`src/rtl/three_way_partition_unit_defines.svh`:
```
// Assertion macros shared by the three-way partition unit.
`ifndef THREE_WAY_PARTITION_UNIT_DEFINES_SVH
`define THREE_WAY_PARTITION_UNIT_DEFINES_SVH

// Same-cycle implication, sampled on clk_i and disabled while rst_ni is low.
`define TWP_ASSERT_IMP(lbl, ante, cons) \
  lbl: assert property (@(posedge clk_i) disable iff (!rst_ni) (ante) |-> (cons)) \
    else $error("three_way_partition_unit: same-cycle check failed");

// Next-cycle implication, sampled on clk_i and disabled while rst_ni is low.
`define TWP_ASSERT_NXT(lbl, ante, cons) \
  lbl: assert property (@(posedge clk_i) disable iff (!rst_ni) (ante) |=> (cons)) \
    else $error("three_way_partition_unit: next-cycle check failed");

`endif

```
`src/rtl/twp_pkg.sv`:
```
// Shared types and constants of the three-way partition unit.
package twp_pkg;

  localparam int unsigned PIVOT_WIDTH = 16;

  typedef enum logic [3:0] {
    OP_NONE      = 4'd0,
    OP_LOAD      = 4'd1,
    OP_RD_IDX    = 4'd2,
    OP_RD_PTR    = 4'd3,
    OP_WR_IDX    = 4'd4,
    OP_P1_WR_PTR = 4'd5,
    OP_P1_SKIP   = 4'd6,
    OP_P2_INIT   = 4'd7,
    OP_RD_KM1    = 4'd8,
    OP_WR_KM1    = 4'd9,
    OP_P2_WR_PTR = 4'd10,
    OP_P2_SKIP   = 4'd11,
    OP_EM_INIT   = 4'd12,
    OP_EM_CAP    = 4'd13,
    OP_EM_NEXT   = 4'd14,
    OP_CLEAR     = 4'd15
  } dp_op_e;

  typedef struct packed {
    logic less;
    logic greater;
    logic idx_end;
    logic idx_zero;
    logic load_last;
    logic out_taken;
    logic out_last;
  } dp_status_t;

endpackage

```
`src/rtl/twp_ram.sv`:
```
// Generic single-write, single-read RAM with registered read data.
module twp_ram #(
  parameter int unsigned WIDTH = 16,
  parameter int unsigned DEPTH = 64
) (
  input  logic                     clk_i,
  input  logic                     we_i,
  input  logic [$clog2(DEPTH)-1:0] waddr_i,
  input  logic [WIDTH-1:0]         wdata_i,
  input  logic                     re_i,
  input  logic [$clog2(DEPTH)-1:0] raddr_i,
  output logic [WIDTH-1:0]         rdata_o
);

  logic [WIDTH-1:0] mem_q [DEPTH];
  logic [WIDTH-1:0] rdata_q;

  always_ff @(posedge clk_i) begin
    if (we_i) begin
      mem_q[waddr_i] <= wdata_i;
    end
    if (re_i) begin
      rdata_q <= mem_q[raddr_i];
    end
  end

  assign rdata_o = rdata_q;

endmodule

```
`src/rtl/twp_ctrl.sv`:
```
// Sequencing state machine for loading, both partition passes and the emit pass.
module twp_ctrl import twp_pkg::*; (
  input  logic       clk_i,
  input  logic       rst_ni,
  input  dp_status_t status_i,
  output dp_op_e     op_o,
  output logic       in_stall_o
);

  typedef enum logic [11:0] {
    ST_LOAD    = 12'b0000_0000_0001,
    ST_P1_RD   = 12'b0000_0000_0010,
    ST_P1_CHK  = 12'b0000_0000_0100,
    ST_P1_SWA  = 12'b0000_0000_1000,
    ST_P1_SWB  = 12'b0000_0001_0000,
    ST_P2_RD   = 12'b0000_0010_0000,
    ST_P2_CHK  = 12'b0000_0100_0000,
    ST_P2_SWA  = 12'b0000_1000_0000,
    ST_P2_SWB  = 12'b0001_0000_0000,
    ST_EM_RD   = 12'b0010_0000_0000,
    ST_EM_CAP  = 12'b0100_0000_0000,
    ST_EM_HOLD = 12'b1000_0000_0000
  } state_e;

  state_e state_q, state_d;

  always_comb begin
    state_d = state_q;
    op_o    = OP_NONE;
    case (state_q)
      ST_LOAD: begin
        op_o = OP_LOAD;
        if (status_i.load_last) begin
          state_d = ST_P1_RD;
        end
      end
      ST_P1_RD: begin
        if (status_i.idx_end) begin
          op_o    = OP_P2_INIT;
          state_d = ST_P2_RD;
        end else begin
          op_o    = OP_RD_IDX;
          state_d = ST_P1_CHK;
        end
      end
      ST_P1_CHK: begin
        if (status_i.less) begin
          op_o    = OP_RD_PTR;
          state_d = ST_P1_SWA;
        end else begin
          op_o    = OP_P1_SKIP;
          state_d = ST_P1_RD;
        end
      end
      ST_P1_SWA: begin
        op_o    = OP_WR_IDX;
        state_d = ST_P1_SWB;
      end
      ST_P1_SWB: begin
        op_o    = OP_P1_WR_PTR;
        state_d = ST_P1_RD;
      end
      ST_P2_RD: begin
        if (status_i.idx_zero) begin
          op_o    = OP_EM_INIT;
          state_d = ST_EM_RD;
        end else begin
          op_o    = OP_RD_KM1;
          state_d = ST_P2_CHK;
        end
      end
      ST_P2_CHK: begin
        if (status_i.greater) begin
          op_o    = OP_RD_PTR;
          state_d = ST_P2_SWA;
        end else if (status_i.less) begin
          op_o    = OP_EM_INIT;
          state_d = ST_EM_RD;
        end else begin
          op_o    = OP_P2_SKIP;
          state_d = ST_P2_RD;
        end
      end
      ST_P2_SWA: begin
        op_o    = OP_WR_KM1;
        state_d = ST_P2_SWB;
      end
      ST_P2_SWB: begin
        op_o    = OP_P2_WR_PTR;
        state_d = ST_P2_RD;
      end
      ST_EM_RD: begin
        op_o    = OP_RD_IDX;
        state_d = ST_EM_CAP;
      end
      ST_EM_CAP: begin
        op_o    = OP_EM_CAP;
        state_d = ST_EM_HOLD;
      end
      ST_EM_HOLD: begin
        if (status_i.out_taken) begin
          if (status_i.out_last) begin
            op_o    = OP_CLEAR;
            state_d = ST_LOAD;
          end else begin
            op_o    = OP_EM_NEXT;
            state_d = ST_EM_RD;
          end
        end
      end
      default: begin
        state_d = ST_LOAD;
      end
    endcase
  end

  assign in_stall_o = (state_q != ST_LOAD);

  always_ff @(posedge clk_i or negedge rst_ni) begin
    if (!rst_ni) begin
      state_q <= ST_LOAD;
    end else begin
      state_q <= state_d;
    end
  end

endmodule

```
`src/rtl/twp_datapath.sv`:
```
// Element store, scan pointers, pivot register and output register.
module twp_datapath import twp_pkg::*; #(
  parameter int unsigned MAX_ELEMENTS = 64,
  parameter int unsigned VALUE_WIDTH  = 16
) (
  input  logic                   clk_i,
  input  logic                   rst_ni,
  input  dp_op_e                 op_i,
  output dp_status_t             status_o,
  input  logic                   in_valid_i,
  input  logic [VALUE_WIDTH-1:0] element_value_i,
  input  logic                   last_element_i,
  input  logic                   cfg_valid_i,
  input  logic [PIVOT_WIDTH-1:0] pivot_value_i,
  input  logic                   out_stall_i,
  output logic                   out_valid_o,
  output logic [VALUE_WIDTH-1:0] sorted_value_o,
  output logic                   last_result_o,
  output logic                   overflow_flag_o
);

  localparam int unsigned AW = $clog2(MAX_ELEMENTS);
  localparam int unsigned CW = $clog2(MAX_ELEMENTS + 1);
  localparam logic [CW-1:0] MaxCount = CW'(MAX_ELEMENTS);

  logic [CW-1:0]          count_q, count_d;
  logic                   dropped_q, dropped_d;
  logic [CW-1:0]          idx_q, idx_d;
  logic [AW-1:0]          ptr_q, ptr_d;
  logic [PIVOT_WIDTH-1:0] pivot_q, pivot_d;
  logic                   out_valid_q, out_valid_d;
  logic [VALUE_WIDTH-1:0] a_q, a_d;
  logic [VALUE_WIDTH-1:0] sorted_q, sorted_d;
  logic                   last_q, last_d;
  logic                   ovf_q, ovf_d;

  logic                   ram_we, ram_re;
  logic [AW-1:0]          ram_waddr, ram_raddr;
  logic [VALUE_WIDTH-1:0] ram_wdata, ram_rdata;

  logic [VALUE_WIDTH+PIVOT_WIDTH-1:0] pivot_ext;
  logic signed [VALUE_WIDTH-1:0]      pivot_s;
  logic                               in_acc, has_room;
  logic [CW-1:0]                      idx_m1, count_m1;

  assign pivot_ext = {{VALUE_WIDTH{1'b0}}, pivot_q};
  assign pivot_s   = $signed(pivot_ext[VALUE_WIDTH-1:0]);
  assign in_acc    = (op_i == OP_LOAD) && in_valid_i;
  assign has_room  = (count_q < MaxCount);
  assign idx_m1    = idx_q - CW'(1);
  assign count_m1  = count_q - CW'(1);

  twp_ram #(
    .WIDTH(VALUE_WIDTH),
    .DEPTH(MAX_ELEMENTS)
  ) u_store (
    .clk_i  (clk_i),
    .we_i   (ram_we),
    .waddr_i(ram_waddr),
    .wdata_i(ram_wdata),
    .re_i   (ram_re),
    .raddr_i(ram_raddr),
    .rdata_o(ram_rdata)
  );

  always_comb begin
    ram_we    = 1'b0;
    ram_waddr = idx_q[AW-1:0];
    ram_wdata = ram_rdata;
    ram_re    = 1'b0;
    ram_raddr = idx_q[AW-1:0];
    case (op_i)
      OP_LOAD: begin
        ram_we    = in_acc && has_room;
        ram_waddr = count_q[AW-1:0];
        ram_wdata = element_value_i;
      end
      OP_RD_IDX: begin
        ram_re = 1'b1;
      end
      OP_RD_PTR: begin
        ram_re    = 1'b1;
        ram_raddr = ptr_q;
      end
      OP_WR_IDX: begin
        ram_we = 1'b1;
      end
      OP_P1_WR_PTR, OP_P2_WR_PTR: begin
        ram_we    = 1'b1;
        ram_waddr = ptr_q;
        ram_wdata = a_q;
      end
      OP_RD_KM1: begin
        ram_re    = 1'b1;
        ram_raddr = idx_m1[AW-1:0];
      end
      OP_WR_KM1: begin
        ram_we    = 1'b1;
        ram_waddr = idx_m1[AW-1:0];
      end
      default: begin
      end
    endcase
  end

  always_comb begin
    count_d     = count_q;
    dropped_d   = dropped_q;
    idx_d       = idx_q;
    ptr_d       = ptr_q;
    a_d         = a_q;
    out_valid_d = out_valid_q && out_stall_i;
    sorted_d    = sorted_q;
    last_d      = last_q;
    ovf_d       = ovf_q;
    pivot_d     = cfg_valid_i ? pivot_value_i : pivot_q;
    case (op_i)
      OP_LOAD: begin
        if (in_acc) begin
          if (has_room) begin
            count_d = count_q + CW'(1);
          end else begin
            dropped_d = 1'b1;
          end
          if (last_element_i) begin
            idx_d = '0;
            ptr_d = '0;
          end
        end
      end
      OP_RD_PTR: begin
        a_d = ram_rdata;
      end
      OP_P1_WR_PTR: begin
        ptr_d = ptr_q + AW'(1);
        idx_d = idx_q + CW'(1);
      end
      OP_P1_SKIP: begin
        idx_d = idx_q + CW'(1);
      end
      OP_P2_INIT: begin
        idx_d = count_q;
        ptr_d = count_m1[AW-1:0];
      end
      OP_P2_WR_PTR: begin
        if (ptr_q != '0) begin
          ptr_d = ptr_q - AW'(1);
        end
        idx_d = idx_m1;
      end
      OP_P2_SKIP: begin
        idx_d = idx_m1;
      end
      OP_EM_INIT: begin
        idx_d = '0;
      end
      OP_EM_CAP: begin
        out_valid_d = 1'b1;
        sorted_d    = ram_rdata;
        last_d      = (idx_q == count_m1);
        ovf_d       = dropped_q;
      end
      OP_EM_NEXT: begin
        idx_d = idx_q + CW'(1);
      end
      OP_CLEAR: begin
        count_d   = '0;
        dropped_d = 1'b0;
      end
      default: begin
      end
    endcase
  end

  always_ff @(posedge clk_i or negedge rst_ni) begin
    if (!rst_ni) begin
      count_q     <= '0;
      dropped_q   <= 1'b0;
      idx_q       <= '0;
      ptr_q       <= '0;
      pivot_q     <= PIVOT_WIDTH'(1);
      out_valid_q <= 1'b0;
      last_q      <= 1'b0;
    end else begin
      count_q     <= count_d;
      dropped_q   <= dropped_d;
      idx_q       <= idx_d;
      ptr_q       <= ptr_d;
      pivot_q     <= pivot_d;
      out_valid_q <= out_valid_d;
      last_q      <= last_d;
    end
  end

  always_ff @(posedge clk_i) begin
    a_q      <= a_d;
    sorted_q <= sorted_d;
    ovf_q    <= ovf_d;
  end

  assign status_o.less      = $signed(ram_rdata) < pivot_s;
  assign status_o.greater   = $signed(ram_rdata) > pivot_s;
  assign status_o.idx_end   = (idx_q == count_q);
  assign status_o.idx_zero  = (idx_q == '0);
  assign status_o.load_last = in_acc && last_element_i;
  assign status_o.out_taken = out_valid_q && !out_stall_i;
  assign status_o.out_last  = last_q;

  assign out_valid_o     = out_valid_q;
  assign sorted_value_o  = sorted_q;
  assign last_result_o   = last_q;
  assign overflow_flag_o = ovf_q;

endmodule

```
`src/rtl/three_way_partition_unit.sv`:
```
// Top level of the three-way partition unit.
//
// Elements arrive on the input channel (element_value_i, last_element_i) under
// in_valid_i and in_stall_o. One element is taken per cycle while the block loads.
// A transaction with last_element_i set closes the block and starts partitioning
// around the pivot; in_stall_o stays high until the whole block has been emitted.
// Elements beyond MAX_ELEMENTS are dropped and flag every result of that block.
// Pass one reads and compares each element and swaps every element below the pivot
// to the front. Pass two walks from the back, swaps every element above the pivot
// to the back and stops at the first element below it or at the front. The emit
// pass reads each result from the element store into the output register and reads
// the next only once it is taken; a stalled result stays on the outputs until taken.
// The pivot is written on its own channel (cfg_valid_i, cfg_ready_o), always ready;
// it must be written only while the block is idle, which the block does not enforce.
// Reset empties the block, clears the record of dropped elements and sets the pivot
// to one; it does not clear the overflow flag register.
`include "three_way_partition_unit_defines.svh"

module three_way_partition_unit import twp_pkg::*; #(
  parameter int unsigned MAX_ELEMENTS = 64,
  parameter int unsigned VALUE_WIDTH  = 16
) (
  input  logic                   clk_i,
  input  logic                   rst_ni,
  input  logic                   in_valid_i,
  output logic                   in_stall_o,
  input  logic [VALUE_WIDTH-1:0] element_value_i,
  input  logic                   last_element_i,
  output logic                   out_valid_o,
  input  logic                   out_stall_i,
  output logic [VALUE_WIDTH-1:0] sorted_value_o,
  output logic                   last_result_o,
  output logic                   overflow_flag_o,
  input  logic                   cfg_valid_i,
  output logic                   cfg_ready_o,
  input  logic [PIVOT_WIDTH-1:0] pivot_value_i
);

  dp_op_e     op;
  dp_status_t status;

  assign cfg_ready_o = 1'b1;

  twp_ctrl u_ctrl (
    .clk_i     (clk_i),
    .rst_ni    (rst_ni),
    .status_i  (status),
    .op_o      (op),
    .in_stall_o(in_stall_o)
  );

  twp_datapath #(
    .MAX_ELEMENTS(MAX_ELEMENTS),
    .VALUE_WIDTH (VALUE_WIDTH)
  ) u_datapath (
    .clk_i          (clk_i),
    .rst_ni         (rst_ni),
    .op_i           (op),
    .status_o       (status),
    .in_valid_i     (in_valid_i),
    .element_value_i(element_value_i),
    .last_element_i (last_element_i),
    .cfg_valid_i    (cfg_valid_i && cfg_ready_o),
    .pivot_value_i  (pivot_value_i),
    .out_stall_i    (out_stall_i),
    .out_valid_o    (out_valid_o),
    .sorted_value_o (sorted_value_o),
    .last_result_o  (last_result_o),
    .overflow_flag_o(overflow_flag_o)
  );

  `TWP_ASSERT_IMP(a_no_load_while_emitting, out_valid_o, in_stall_o)
  `TWP_ASSERT_NXT(a_busy_after_last, in_valid_i && !in_stall_o && last_element_i, in_stall_o)
  `TWP_ASSERT_NXT(a_idle_after_final, out_valid_o && !out_stall_i && last_result_o, !out_valid_o)

endmodule
```
`config.mk`:
```
export PLATFORM = sky130hd
export DESIGN_NAME = three_way_partition_unit
export DESIGN_NICKNAME = d
export VERILOG_FILES = /design/src/rtl/twp_pkg.sv /design/src/rtl/twp_ram.sv /design/src/rtl/twp_ctrl.sv /design/src/rtl/twp_datapath.sv /design/src/rtl/three_way_partition_unit.sv
export VERILOG_INCLUDE_DIRS = /design/src /design/src/rtl
export SDC_FILE = /design/constraint.sdc
export NUM_CORES = 2
export LEC_CHECK = 0
export BUFFER_PORTS_ARGS = -buffer_cell sky130_fd_sc_hd__buf_2
export CORE_MARGIN = 1
export CORE_UTILIZATION = 55
export CTS_BUF_LIST = sky130_fd_sc_hd__clkbuf_8
export CTS_CLUSTER_DIAMETER = 120
export DETAILED_ROUTE_END_ITERATION = 10
export PLACE_DENSITY = 0.81
export SLEW_MARGIN = 20
export SYNTH_ARGS = -nofsm -noshare
export SYNTH_HDL_FRONTEND = slang
export SYNTH_SLANG_ARGS = --single-unit
```
`constraint.sdc`:
```
create_clock -name clk_i -period 4.75 [get_ports clk_i]
set_input_delay 1.1875 -clock clk_i [delete_from_list [all_inputs] [get_ports clk_i]]
set_output_delay 1.1875 -clock clk_i [all_outputs]
set_load 0.1 [all_outputs]
```
==> reports/metrics.cfg <==
[status]
outcome=complete, but fails checks
violations=setup timing

[cells_and_area]
fin_util=0.683
layoutNonFillerInstCount=4478
final_area_um2=56000
layout.nets=3346
drive_above_1_share=0.285
num-fill-cells=4862
areaGrowthSynthToFinish_pct=23.0

[clock_tree]
cts_tree=done
clk_latency_ns=0.88
htree_levels=4
clock-sinks=1124
clkTransAtPathRegs_ns=0.06
cts_max_path_buffers=3
cts_root_buf=clkbuf_8
numCtsBuffers=166

[die]
die_area_um2=83900
die_w_um=290
initial_core_util=0.555
die_y_um=290
core_area_um2=82000
rows=105
ioPinCount=59

[synthesis]
yosysMostFrequentCell=edfxtp_1
muxShareOfSynthArea=0.114
synth.top_cell.area_share=0.708
ys_types=79
syn_inst=2769
synthArstFlopShare=0.0454
synth_fp_nets=2832
synthAdderAreaFrac=0.00703
synth-xor-area-share=0.00616
synth.avg_cell_area_um2=16.4
synth_top_family_by_area=multiplexers
ys_seq_elements=1124
synth_compound_area_frac=0.0726
synth_seq_area_share=0.736
syn_area_um2=45500
synth_warnings=0
synth_edf_count=1073
synth-simple-area-share=0.0435
synth_top_area_cell=edfxtp_1
synth.top_cells.by_count=edfxtp_1, mux2i_1, o22ai_1
synthTopCellsByArea=edfxtp_1, mux2i_1, o22ai_1
ys.flop_type=edfxtp_1

[routing]
wl_um=140000
via_count=30100
drt_drc_violations_left=0
met3_length_um=19500
ant_nets=0
wl_met2_um=64000
top_layer=met5
avgViaCountPerCell=6.72
wl_met1_um=48500
wl_per_cell_um=31.3
first_pass_iters=8
drt_iter0_markers=4243

[grt]
track_usage=0.300
antenna_found_initial=1
grt_overflow=0
grt_pass1_wl_um=181000
grt_pass1_vias=27900
grt_max_degree=65

[critical_path]
end_kind=flop
criticalPathCategory=flop to flop
start_kind=flop
cpPeakStageDelay_ns=0.57
crit_path_frequent_cell=buf_6
crit_fanout=5
crit_chain=ha_4, buf_6, a21o_1, a211o_1, buf_4, o21ai_4, nand3_2, a311o_1, a21o_4, a21o_4, buf_8, buf_6, clkbuf_16, buf_8, buf_6, mux2i_1, o22ai_1, o41ai_1, buf_4, nand4_1
required_ns=5.32
crit_arrival_ns=5.54
cp_slowest_cell=edfxtp_1
ff2ff_path_depth=20

[power]
peakVddDrop_v=0.000542
leakage_nw=21.4
finalPower_mw=36.4
power_density_nw_per_um2=651

[hold_path]
hold_class=primary input to asynchronous set/reset pin

[placement]
portBuffers=57
post-place-cells=4093
placed_area_um2=49700
hpwl_um=80300
preCtsSetupSlack_ns=-0.935
gp_congestion=0.971

[timing]
finalSetupViolCount=14
rsz0062_at_grt=yes
finalMaxSlewViolations=0
worstMarginPinSlew_ns=1.23
hold_slack_ns=0.460
hold_violations=0
max_freq_ghz=0.201
setup_ws_ns=-0.216
final.setup_skew_ns=0.0541
layout_min_cycle_time_ns=4.97
max-slew-margin-rel=0.174
layout_worst_path_cycle_share=1.05
fin_tns_setup_ns=-1.13

[run]
max-cap-violations=0

==> power by group <==
part / total (mW) / switching, mW / leakage, nW / internal [mW]
logic: 15.3 / 9.50 / 9.30 / 5.77
clock network: 7.45 / 3.84 / 1.79 / 3.61
registers: 13.7 / 0.256 / 10.3 / 13.5
==> cells by family after synthesis <==
group           Yosys count
simple gates            399
fa+ha+maj                25
buf+inv                 190
xor+xnor                 32
compound gates          482
mux                     516
other cells               1
flops                  1124
==> registers in the layout, indices dropped and copies added, names as in the netlist, 7 cells and up <==
register,flops
u_ctrl.state_q,12
u_datapath.a_q,16
u_datapath.count_q,7
u_datapath.idx_q,7
u_datapath.pivot_q,16
u_datapath.sorted_value_o,16
u_datapath.u_store.mem_q,1024
u_datapath.u_store.rdata_o,16
==> metal layers <==
metal | vias up | track usage
met3 | 505 | 0.0769
met2 | 2657 | 0.455
met1 | 14800 | 0.403
met5 | - | 0
met4 | 2 | 0.156
li1 | 12200 | -
==> cells in the final DEF (no fill, tap or decap), types with 17 or more instances in the layout <==
cell / n
nand4_1: 34
a21oi_1: 26
clkbuf_8: 171
nand2_1: 82
ha_1: 17
inv_1: 97
buf_12: 52
nor3_1: 18
o21ai_0: 33
o22ai_1: 194
buf_4: 331
nor2_1: 127
edfxtp_1: 1073
dfrtp_1: 48
a22oi_1: 19
nand3_1: 27
clkbuf_16: 18
o22ai_2: 57
clkinv_1: 33
mux2i_2: 35
mux2i_1: 453
mux2i_4: 24
o41ai_2: 45
buf_2: 57
nand2_2: 17
==> path summary, 6_finish.rpt <==
check / start / slack [ns] / to
setup / recovery: u_datapath.u_store.rdata_o[9]$_DFFE_PP_ / -0.22 / u_datapath.u_store.rdata_o[0]$_DFFE_PP_
max in group asynchronous: rst_ni / 3.81 / u_datapath.count_q[6]$_DFFE_PN0P_
hold / removal: rst_ni / 0.46 / u_datapath.out_valid_o$_DFF_PN0_
setup reg to reg: u_datapath.u_store.rdata_o[9]$_DFFE_PP_ / -0.22 / u_datapath.u_store.rdata_o[0]$_DFFE_PP_
min in group clk_i: u_datapath.dropped_q$_DFFE_PN0P_ / 0.47 / u_datapath.overflow_flag_o$_DFFE_PP_
hold reg to reg: u_datapath.dropped_q$_DFFE_PN0P_ / 0.47 / u_datapath.overflow_flag_o$_DFFE_PP_
==> cell type report <==
| class | count | area (µm²) | share of cell area |
|---|---|---|---|
| Antenna cell | 1 | 2.50 | 0.0000447 |
| Clock buffer | 171 | 2350 | 0.0420 |
| Clock inverter | 121 | 728 | 0.0130 |
| Inverter | 38 | 143 | 0.00255 |
| Multi-Input combinational cell | 1455 | 12900 | 0.231 |
| Sequential cell | 1124 | 33500 | 0.598 |
| Tap cell | 1070 | 1340 | 0.0239 |
| Timing Repair Buffer | 498 | 5000 | 0.0893 |
==> critical path: cells and delay by family, from the launching register on <==
family / cells / cell delay [ns]
adder cells (fa/ha/maj): 1 / 0.34
AO/OA/AOI/OAI: 8 / 2.10
AND/OR/NAND/NOR: 2 / 0.26
flip-flops: 1 / 0.57
multiplexers: 1 / 0.20
buffers and inverters: 8 / 1.20
==> timing repair <==
action,CTS,global route
hold buffers,0,0
pin swaps,23,87
gates cloned,5,19
setup endpoints to repair,16,16
resized for setup,77,267
setup buffers,7,65
No activity file was read; power rests on OpenSTA's default activity.
